<file path="config.mk">
export PLATFORM = sky130hd
export DESIGN_NAME = elgamal_encrypt_decrypt
export DESIGN_NICKNAME = d
export VERILOG_FILES = /design/src/design/eg_pkg.sv /design/src/design/eg_mulmod.sv /design/src/design/eg_divider.sv /design/src/design/elgamal_encrypt_decrypt.sv
export SDC_FILE = /design/constraint.sdc
export NUM_CORES = 2
export LEC_CHECK = 0
export ABC_AREA = 1
export BUFFER_PORTS_ARGS = -buffer_cell sky130_fd_sc_hd__buf_4
export CAP_MARGIN = 20
export CORE_ASPECT_RATIO = 0.7
export CORE_MARGIN = 3
export CORE_UTILIZATION = 55
export DETAILED_ROUTE_END_ITERATION = 6
export PLACE_DENSITY = 0.75
export SLEW_MARGIN = 20
export SYNTH_ARGS = -nofsm -noshare
export SYNTH_HDL_FRONTEND = slang
export SYNTH_SLANG_ARGS = --single-unit
</file>
<file path="constraint.sdc">
create_clock -name clk -period 14.5 [get_ports clk]
set_input_delay 0.725 -clock clk [delete_from_list [all_inputs] [get_ports clk]]
set_output_delay 0.725 -clock clk [all_outputs]
set_load 0.02 [all_outputs]
</file>
<file path="src/design/eg_pkg.sv">
`default_nettype none
package eg_pkg;

  // Operand width of every modular quantity
  localparam int W = 32;
  // Counter width for a pass over one operand
  localparam int CW = $clog2(W + 1);

  // Configuration register indexes
  localparam logic [1:0] REG_MODULUS = 2'd0;
  localparam logic [1:0] REG_GENERATOR = 2'd1;
  localparam logic [1:0] REG_PRIV_EXP = 2'd2;
  localparam logic [1:0] REG_PUBLIC = 2'd3;

  // Command codes
  localparam logic CMD_ENCRYPT = 1'b0;
  localparam logic CMD_DECRYPT = 1'b1;

endpackage
`default_nettype wire

</file>
<file path="src/design/eg_mulmod.sv">
`default_nettype none
// Bit-serial modular multiplier: res = a * b mod m, one bit of b per cycle,
// msb first. a must already be below m; b may hold any value.
module eg_mulmod import eg_pkg::*; (
  input  wire logic         clk,
  input  wire logic         rst,
  input  wire logic         start,
  input  wire logic [W-1:0] a,
  input  wire logic [W-1:0] b,
  input  wire logic [W-1:0] m,
  output logic              done,
  output logic [W-1:0]      res
);

  logic          run;
  logic [CW-1:0] cnt;
  logic [W-1:0]  am;
  logic [W-1:0]  bs;
  logic [W:0]    dbl;
  logic [W:0]    dbl_red;
  logic [W:0]    sum;
  logic [W-1:0]  acc_next;

  // Double the accumulator, then add a when the current bit of b is set
  always_comb begin
    dbl = {res, 1'b0};
    dbl_red = (dbl >= {1'b0, m}) ? dbl - {1'b0, m} : dbl;
    sum = dbl_red;
    if (bs[W-1]) begin
      sum = dbl_red + {1'b0, am};
    end
    acc_next = (sum >= {1'b0, m}) ? W'(sum - {1'b0, m}) : sum[W-1:0];
  end

  always_ff @(posedge clk) begin
    if (rst) begin
      run <= 1'b0;
      done <= 1'b0;
      cnt <= '0;
    end else begin
      done <= 1'b0;
      if (start) begin
        run <= 1'b1;
        cnt <= CW'(W);
      end else if (run) begin
        cnt <= cnt - 1'b1;
        if (cnt == CW'(1)) begin
          run <= 1'b0;
          done <= 1'b1;
        end
      end
    end
  end

  // Operand and accumulator shift
  always_ff @(posedge clk) begin
    if (start) begin
      am <= a;
      bs <= b;
      res <= '0;
    end else if (run) begin
      bs <= {bs[W-2:0], 1'b0};
      res <= acc_next;
    end
  end

endmodule
`default_nettype wire

</file>
<file path="src/design/eg_divider.sv">
`default_nettype none
// Restoring bit-serial divider: one quotient bit per cycle. den is nonzero.
module eg_divider import eg_pkg::*; (
  input  wire logic         clk,
  input  wire logic         rst,
  input  wire logic         start,
  input  wire logic [W-1:0] num,
  input  wire logic [W-1:0] den,
  output logic              done,
  output logic [W-1:0]      quo,
  output logic [W-1:0]      rem
);

  logic          run;
  logic [CW-1:0] cnt;
  logic [W-1:0]  dv;
  logic [W:0]    trial;

  assign trial = {rem, quo[W-1]};

  always_ff @(posedge clk) begin
    if (rst) begin
      run <= 1'b0;
      done <= 1'b0;
      cnt <= '0;
    end else begin
      done <= 1'b0;
      if (start) begin
        run <= 1'b1;
        cnt <= CW'(W);
      end else if (run) begin
        cnt <= cnt - 1'b1;
        if (cnt == CW'(1)) begin
          run <= 1'b0;
          done <= 1'b1;
        end
      end
    end
  end

  // Shift the dividend through the partial remainder
  always_ff @(posedge clk) begin
    if (start) begin
      dv <= den;
      rem <= '0;
      quo <= num;
    end else if (run) begin
      if (trial >= {1'b0, dv}) begin
        rem <= W'(trial - {1'b0, dv});
        quo <= {quo[W-2:0], 1'b1};
      end else begin
        rem <= trial[W-1:0];
        quo <= {quo[W-2:0], 1'b0};
      end
    end
  end

endmodule
`default_nettype wire

</file>
<file path="src/design/elgamal_encrypt_decrypt.sv">
`default_nettype none
// ElGamal encrypt/decrypt engine over a 32-bit modulus. A command is taken
// when start is high and busy is low; its one result appears with done high
// for a single cycle and must be captured then. All products run through one
// bit-serial modular multiplier: encryption is two square-and-multiply
// exponentiations plus one product; decryption is one exponentiation, an
// extended Euclid whose steps each take a serial division and one product,
// and a final product. A zero modulus answers in the cycle after the command
// is taken, with all fields zero.
module elgamal_encrypt_decrypt import eg_pkg::*; (
  input  wire logic         clk,
  input  wire logic         rst,
  input  wire logic         cfg_we,
  input  wire logic [1:0]   cfg_addr,
  input  wire logic [W-1:0] cfg_data,
  input  wire logic         start,
  output logic              busy,
  input  wire logic         command,
  input  wire logic [W-1:0] message,
  input  wire logic [W-1:0] ephemeral_exponent,
  input  wire logic [W-1:0] cipher_first_in,
  input  wire logic [W-1:0] cipher_second_in,
  output logic              done,
  output logic [W-1:0]      cipher_first_out,
  output logic [W-1:0]      cipher_second_out,
  output logic [W-1:0]      plain_out
);

  localparam logic [3:0] S_IDLE = 4'd0;
  localparam logic [3:0] S_PRED = 4'd1;
  localparam logic [3:0] S_PREDW = 4'd2;
  localparam logic [3:0] S_PCHK = 4'd3;
  localparam logic [3:0] S_PMUL = 4'd4;
  localparam logic [3:0] S_PMULW = 4'd5;
  localparam logic [3:0] S_PSQ = 4'd6;
  localparam logic [3:0] S_PSQW = 4'd7;
  localparam logic [3:0] S_PEND = 4'd8;
  localparam logic [3:0] S_FMUL = 4'd9;
  localparam logic [3:0] S_FMULW = 4'd10;
  localparam logic [3:0] S_ECHK = 4'd11;
  localparam logic [3:0] S_EDIV = 4'd12;
  localparam logic [3:0] S_EDIVW = 4'd13;
  localparam logic [3:0] S_EMUL = 4'd14;
  localparam logic [3:0] S_EMULW = 4'd15;

  logic [W-1:0] modulus;
  logic [W-1:0] generator;
  logic [W-1:0] private_exponent;
  logic [W-1:0] public_value;

  logic [3:0]   state;
  logic         cmd;
  logic         phase;
  logic [W-1:0] pow_src;
  logic [W-1:0] ex;
  logic [W-1:0] rexp;
  logic [W-1:0] base;
  logic [W-1:0] acc;
  logic [W-1:0] fin_b;
  logic [W-1:0] c1r;
  logic [W-1:0] rhi;
  logic [W-1:0] rlo;
  logic [W-1:0] chi;
  logic [W-1:0] clo;
  logic [W-1:0] q;
  logic [W-1:0] rnew;

  logic [W-1:0] one_mod;
  logic         mul_start;
  logic [W-1:0] mul_a;
  logic [W-1:0] mul_b;
  logic         mul_done;
  logic [W-1:0] mul_res;
  logic         div_start;
  logic         div_done;
  logic [W-1:0] div_quo;
  logic [W-1:0] div_rem;
  logic [W-1:0] neg_prod;
  logic [W:0]   csum;
  logic [W-1:0] c_next;
  logic         accept;

  assign accept = start && !busy;
  assign busy = (state != S_IDLE);
  assign one_mod = (modulus == W'(1)) ? '0 : W'(1);

  // Configuration writes
  always_ff @(posedge clk) begin
    if (rst) begin
      modulus <= W'(11);
      generator <= W'(2);
      private_exponent <= W'(3);
      public_value <= W'(8);
    end else if (cfg_we) begin
      unique case (cfg_addr)
        REG_MODULUS:   modulus <= cfg_data;
        REG_GENERATOR: generator <= cfg_data;
        REG_PRIV_EXP:  private_exponent <= cfg_data;
        REG_PUBLIC:    public_value <= cfg_data;
        default:       modulus <= cfg_data;
      endcase
    end
  end

  // Select multiplier operands by step
  always_comb begin
    mul_start = 1'b0;
    mul_a = acc;
    mul_b = base;
    div_start = (state == S_EDIV);
    unique case (state)
      S_PRED: begin
        mul_start = 1'b1;
        mul_a = one_mod;
        mul_b = pow_src;
      end
      S_PMUL: begin
        mul_start = 1'b1;
      end
      S_PSQ: begin
        mul_start = 1'b1;
        mul_a = base;
      end
      S_FMUL: begin
        mul_start = 1'b1;
        mul_a = (cmd == CMD_DECRYPT) ? chi : acc;
        mul_b = fin_b;
      end
      S_EMUL: begin
        mul_start = 1'b1;
        mul_a = clo;
        mul_b = q;
      end
      default: begin
        mul_start = 1'b0;
      end
    endcase
  end

  // Bezout coefficient update: c_hi - q * c_lo mod p
  always_comb begin
    neg_prod = (mul_res == '0) ? '0 : modulus - mul_res;
    csum = {1'b0, chi} + {1'b0, neg_prod};
    c_next = (csum >= {1'b0, modulus}) ? W'(csum - {1'b0, modulus}) : csum[W-1:0];
  end

  eg_mulmod u_mul (
    .clk   (clk),
    .rst   (rst),
    .start (mul_start),
    .a     (mul_a),
    .b     (mul_b),
    .m     (modulus),
    .done  (mul_done),
    .res   (mul_res)
  );

  eg_divider u_div (
    .clk   (clk),
    .rst   (rst),
    .start (div_start),
    .num   (rhi),
    .den   (rlo),
    .done  (div_done),
    .quo   (div_quo),
    .rem   (div_rem)
  );

  // Sequencer control
  always_ff @(posedge clk) begin
    if (rst) begin
      state <= S_IDLE;
      done <= 1'b0;
    end else begin
      done <= 1'b0;
      unique case (state)
        S_IDLE: begin
          if (accept) begin
            if (modulus == '0) begin
              done <= 1'b1;
            end else begin
              state <= S_PRED;
            end
          end
        end
        S_PRED:  state <= S_PREDW;
        S_PREDW: if (mul_done) state <= S_PCHK;
        S_PCHK: begin
          if (ex == '0) begin
            state <= S_PEND;
          end else if (ex[0]) begin
            state <= S_PMUL;
          end else begin
            state <= S_PSQ;
          end
        end
        S_PMUL:  state <= S_PMULW;
        S_PMULW: if (mul_done) state <= S_PSQ;
        S_PSQ:   state <= S_PSQW;
        S_PSQW:  if (mul_done) state <= S_PCHK;
        S_PEND: begin
          if (cmd == CMD_DECRYPT) begin
            state <= S_ECHK;
          end else if (!phase) begin
            state <= S_PRED;
          end else begin
            state <= S_FMUL;
          end
        end
        S_FMUL: state <= S_FMULW;
        S_FMULW: begin
          if (mul_done) begin
            state <= S_IDLE;
            done <= 1'b1;
          end
        end
        S_ECHK:  state <= (rlo == '0) ? S_FMUL : S_EDIV;
        S_EDIV:  state <= S_EDIVW;
        S_EDIVW: if (div_done) state <= S_EMUL;
        S_EMUL:  state <= S_EMULW;
        S_EMULW: if (mul_done) state <= S_ECHK;
        default: state <= S_IDLE;
      endcase
    end
  end

  // Datapath registers
  always_ff @(posedge clk) begin
    unique case (state)
      S_IDLE: begin
        if (accept) begin
          cmd <= command;
          phase <= 1'b0;
          pow_src <= command ? cipher_first_in : generator;
          ex <= command ? private_exponent : ephemeral_exponent;
          rexp <= ephemeral_exponent;
          fin_b <= command ? cipher_second_in : message;
          cipher_first_out <= '0;
          cipher_second_out <= '0;
          plain_out <= '0;
        end
      end
      S_PREDW: begin
        if (mul_done) begin
          base <= mul_res;
          acc <= one_mod;
        end
      end
      S_PMULW: if (mul_done) acc <= mul_res;
      S_PSQW: begin
        if (mul_done) begin
          base <= mul_res;
          ex <= {1'b0, ex[W-1:1]};
        end
      end
      S_PEND: begin
        if (cmd == CMD_DECRYPT) begin
          rhi <= modulus;
          rlo <= acc;
          chi <= '0;
          clo <= one_mod;
        end else if (!phase) begin
          c1r <= acc;
          phase <= 1'b1;
          pow_src <= public_value;
          ex <= rexp;
        end
      end
      S_FMULW: begin
        if (mul_done) begin
          if (cmd == CMD_DECRYPT) begin
            plain_out <= mul_res;
          end else begin
            cipher_first_out <= c1r;
            cipher_second_out <= mul_res;
          end
        end
      end
      S_EDIVW: begin
        if (div_done) begin
          q <= div_quo;
          rnew <= div_rem;
        end
      end
      S_EMULW: begin
        if (mul_done) begin
          rhi <= rlo;
          rlo <= rnew;
          chi <= clo;
          clo <= c_next;
        end
      end
      default: begin
      end
    endcase
  end

`ifndef NO_ASSERTIONS
  // A zero modulus answers at once
  a_zero_mod: assert property (@(posedge clk) disable iff (rst)
    accept && (modulus == '0) |=> done && (plain_out == '0))
    else $error("zero modulus did not answer at once");

  // A result is only reported as the sequencer returns to idle
  a_done_idle: assert property (@(posedge clk) disable iff (rst)
    done |-> (state == S_IDLE))
    else $error("result strobe while busy");

  // A real command keeps the block busy
  a_busy: assert property (@(posedge clk) disable iff (rst)
    accept && (modulus != '0) |=> busy)
    else $error("command accepted without going busy");
`endif

endmodule
`default_nettype wire
</file>
### Word-level counts from Yosys, hierarchy flattened

Cells that the tools add are included.

| storage, ports and cells | value |
|---|---|
| bits in registers | 855 |
| input bits | 167 |
| output and inout bits | 98 |
| word-level logic and storage cells | 213 |

| cells by class | value |
|---|---|
| add/subtract/negate cells | 9 |
| magnitude comparators | 4 |
| eq/ne operators | 35 |
| mux-type cells | 85 |
| bitwise gates (word level) | 4 |
| reduce and logical (&&, ||, !) cells | 38 |

Operators by type and width:

| kind | number |
|---|---|
| $mux 32 | 36 |
| $pmux 32 s2 | 9 |
| $pmux 32 s3 | 2 |
| $ge 33x32->1 | 4 |
| $logic_not 32->1 | 4 |
| $pmux 32 s4 | 1 |
| $sub 32x32->32 | 4 |
| $mux 33 | 2 |
| $pmux 4 s15 | 1 |
| $mux 4 | 10 |
| $add 32x32->33 | 1 |
| $add 33x32->33 | 1 |
| $sub 33x32->33 | 1 |
| $eq 32x1->1 const B | 1 |
| $eq 4x4->1 const B | 8 |
| $mux 6 | 4 |
| $eq 4x3->1 const B | 4 |
| $mux 1 | 16 |
| $ne 2x1->1 const B | 7 |
| $ne 2x2->1 const B | 7 |
| $reduce_and 2->1 | 7 |
| $eq 6x1->1 const B | 2 |
| $reduce_and 3->1 | 4 |
| $reduce_and 4->1 | 3 |
| other kinds (21) | 36 |

### Longest topological paths before layout

| logic depth | value |
|---|---|
| depth in word-level cells | 7 |
| gate-level depth with buffers | 48 |

### Modules after synthesis

A second synthesis with hierarchy kept.

| second synthesis, totals | value |
|---|---|
| cells, all modules | 6674 |
| area total of the unflattened synthesis | 51694.6 sq um |

By module, submodules not included:

| module | times used | cells each | area each (sq um) | sequential area each (sq um) |
|---|---|---|---|---|
| elgamal_encrypt_decrypt | 1 | 3750 | 33050.4 | 18097.4 |
| eg_mulmod | 1 | 1950 | 11902.7 | 2722.6 |
| eg_divider | 1 | 974 | 6741.5 | 2722.6 |

### Worst setup path after synthesis

Ideal clock, no wire load.

| timing | value |
|---|---|
| path type | register to register |
| start point | register state[1] |
| end point | register chi[0], enable pin |
| setup time | 659 ps |
| data arrival time | 7220 ps |
| required time | 13841 ps |
| setup slack | 6622 ps |
| stages on the path, launching flop included | 6 |
| buffers on the path | 1 |
| period minus slack after synthesis | 7878 ps |
| cell sequence | dfxtp_1 nand2_1 nor2_1 inv_1 clkbuf_1 a21oi_1 |

| on the way | value |
|---|---|
| word-level cells in the longest chain between the ends | 3 |

Ends and longest elaborated chain:

| element | RTL line | source |
|---|---|---|
| from (decl) | elgamal_encrypt_decrypt.sv:51 | `logic [3:0] state;` |
| from (signal assigned) | elgamal_encrypt_decrypt.sv:217 | `S_ECHK: state <= (rlo == '0) ? S_FMUL : S_EDIV;` |
| $eq 4x4->1 | elgamal_encrypt_decrypt.sv:229 | `unique case (state)` |
| $ne 2x2->1 (no line), or another cell as far along | n/a |  |
| $reduce_and 3->1 (no line) (*) | n/a |  |
| to (signal assigned) | elgamal_encrypt_decrypt.sv:289 | `chi <= clo;` |
| to (decl) | elgamal_encrypt_decrypt.sv:63 | `logic [W-1:0] chi;` |

Mark *: on every way between the ends. The rest lies on a longest branch, timed or not.
A chain may end at the register's enable or synchronous reset.

### Worst setup path after layout

| timing | value |
|---|---|
| start point | register modulus[17] |
| end point | register u_mul.res[9] |

| on the way | value |
|---|---|
| word-level cells in the longest chain between the ends | 6 |

Ends and longest elaborated chain:

| element | RTL line | source |
|---|---|---|
| from (decl) | elgamal_encrypt_decrypt.sv:46 | `logic [W-1:0] modulus;` |
| from (signal assigned) | elgamal_encrypt_decrypt.sv:96 | `REG_MODULUS: modulus <= cfg_data;` |
| from (signal assigned) | elgamal_encrypt_decrypt.sv:100 | `default: modulus <= cfg_data;` |
| $sub 33x32->33 or $ge 33x32->1 (tied branches) | eg_mulmod.sv:27 | `dbl_red = (dbl >= {1'b0, m}) ? dbl - {1'b0, m} : dbl;` |
| $mux 33 | eg_mulmod.sv:27 |  |
| $add 33x32->33 | eg_mulmod.sv:30 | `sum = dbl_red + {1'b0, am};` |
| $mux 33 | eg_mulmod.sv:29 | `if (bs[W-1]) begin` |
| $ge 33x32->1 or $sub 32x32->32 (tied branches) | eg_mulmod.sv:32 | `acc_next = (sum >= {1'b0, m}) ? W'(sum - {1'b0, m}) : sum[W-1:0];` |
| $mux 32 (*) | eg_mulmod.sv:32 |  |
| to (signal assigned) | eg_mulmod.sv:63 | `res <= acc_next;` |
| to (decl) | eg_mulmod.sv:12 | `output logic [W-1:0] res` |

Marked as above.

==> results_dict.tcl <==
set metrics [dict create \
    cts_hold_buf 0 \
    cp_slowest_cell "nor2_4" \
    fp.dieArea_um2 92080 \
    ys_types 66 \
    synth.ff_latch_count 855 \
    routed_wl_um 205800 \
    io_pins 265 \
    cts_buffers 82 \
    drive_gt1_share_pct 9.615 \
    grt_setup_unrepaired "no" \
    worstHoldStart "ephemeral_exponent[10]" \
    place_area_um2 51790 \
    violations "design-rule violations" \
    hold_viol_final 0 \
    num_rows 90 \
    grt_use_total_pct 43.56 \
    grt_pass1_vias 40676 \
    cts_tree "built" \
    synth_top_area_share_pct 39.64 \
    antenna_found_initial 14 \
    synth_top_cell_by_area "edfxtp_1" \
    reg2reg_from "modulus[17]" \
    drc 3 \
    fp.dieH_um 254.8 \
    initial_utilization_pct 55.94 \
    fillCellCount 7346 \
    path_clk_slew_ns 0.07 \
    path_common_cell "nand2_1" \
    ys.flop_type "edfxtp_1" \
    cts_htree_levels 3 \
    clock_skew_ns 0.03998 \
    worst-r2r-setup-slack_ns 5.31 \
    end_kind "register" \
    final_nets 6436 \
    synth_area_leaders "edfxtp_1, nand2_1, dfxtp_1" \
    cts_setup_buffers 0 \
    post-route-min-period_ns 9.191 \
    grt_max_degree 121 \
    drtIter0Drc 7837 \
    crit_type "register to register" \
    yosysSeqAreaShare_pct 48.41 \
    final_util_pct 62.84 \
    core-area_um2 86930 \
    syn2layout_area_growth_pct 12.33 \
    synth_common_cells "nand2_1, inv_1, edfxtp_1, nor2_1, a21oi_1" \
    die_w_um 361.4 \
    relSlewSlack_pct 4.590 \
    synth_area_um2 48630 \
    worstPathArrival_ns 9.78 \
    yosysWarnings 0 \
    max_freq_mhz 108.8 \
    cts-resized-gates 0 \
    synthesis.nets 6227 \
    clkLatencyLatePin_ns 0.70 \
    port_buffers 264 \
    wl_per_cell_um 28.33 \
    min_path_type "input pin to register" \
    root_buffer "clkbuf_16" \
    overflow 0 \
    yosysMostFrequentCell "nand2_1" \
    grt_pass1_wl_um 289100 \
    max_slew.worst_pin.slew_ns 1.416 \
    hpwl_um 159900 \
    setup_viol 0 \
    setup_tns_ns 0 \
    clock_sinks 855 \
    synth_cells 5826 \
    r2r-end "u_mul.res[9]" \
    place.gp.congestion 1.122 \
    syn_avg_cell_area_um2 8.348 \
    fin_crit_sh_pct 63.38 \
    whs_path_depth 1 \
    async_flop_share_pct 0 \
    route.vias.total 45599 \
    cp.required_ns 15.08 \
    vias_per_cell 6.277 \
    postRouteAntennaNets 0 \
    clk_path_buf_depth 3 \
    first_pass_iters 7 \
    postLayoutCellArea_um2 54630 \
    status "finished with violations" \
    cp-start-kind "register" \
    worstPathMaxFanout 32 \
    synth_edf_count 642 \
    min_to "rexp[10]" \
    reg2regPathDepth 33 \
    cpPeakStageDelay_ns 0.85 \
    drv_cap 0 \
    maxSlewViolCount 0 \
]
==> worst max path at each step <==
stage                 from       endpoint  slack, ns
2_1_floorplan     state[1]         chi[0]       6.62
3_3_place_gp   modulus[17]   u_mul.res[9]       5.77
3_5_place_dp   modulus[17]  u_mul.res[25]       6.00
4_1_cts        modulus[17]  u_mul.res[25]       5.90
5_1_grt        modulus[17]   u_mul.res[9]       5.23
6_report       modulus[17]   u_mul.res[9]       5.31
==> logic make-up after synthesis <==
kind of cell,count (synthesis),synth area share [%]
AOI/OAI and AO/OA,1117,13.12
muxes,32,0.7410
and+or+nand+nor,2584,22.13
adders and majority gates,234,6.128
xor gates and xnor gates,139,2.503
DFF,855,48.41
buffers and inverters,865,6.970
==> cells in the final DEF, fill, tap and decap left out, drive strengths merged, types with 21 or more instances in the layout <==
cell type,n
mux2,32
o21ai,438
o2111ai,27
xor2,77
clkbuf,115
nor4,48
clkinv,25
inv,677
o21bai,36
dfxtp,213
nor3,37
a21oi,426
a41oi,21
edfxtp,642
o211ai,77
buf,321
nand4,61
nand3,307
xnor2,62
nor2,573
ha,227
nand2,1491
nand3b,39
==> cell type report <==
class	instances	area (µm²)	area share, %
flip-flops and latches	855	23540	43.10
diodes	10	25.02	0.04581
inverters	667	2504	4.583
clock buffers	113	2271	4.157
multi-input cells	4106	21870	40.04
clock inverters	41	481.7	0.8818
repair buffers	323	2490	4.558
well taps	1150	1439	2.634
==> stage by stage <==
step / hold slack [ns] / setup WS (ns) / cells
5_1_grt: 0.2182 / 5.229 / 7255
3_5_place_dp: 0.4324 / 5.996 / 7097
4_1_cts: 0.2010 / 5.900 / 7251
3_3_place_gp: 0.4310 / 5.769 / 7095
6_report: 0.2238 / 5.309 / 7265
2_1_floorplan: 0.4245 / 6.622 / 5826
==> routing by layer <==
layer | vias to the layer above | GRT usage, % | routed length [µm]
met5 | - | 0 | 120
li1 | 20177 | - | -
met4 | 20 | 11.76 | 6611
met1 | 21598 | 63.49 | 85720
met3 | 416 | 22.57 | 36680
met2 | 3388 | 55.79 | 76660
==> critical path, delay by kind of cell (launching register included) <==
family                   cells  cell delay [ns]
buffers and inverters        6             1.31
AO/OA/AOI/OAI                5             1.52
AND/OR/NAND/NOR             19             4.60
flip-flops                   1             0.40
adder cells (fa/ha/maj)      3             1.15
Power is left out: the tool's default activity adds up to more than one toggle a clock period on the data nets, which glitch-free logic cannot reach.
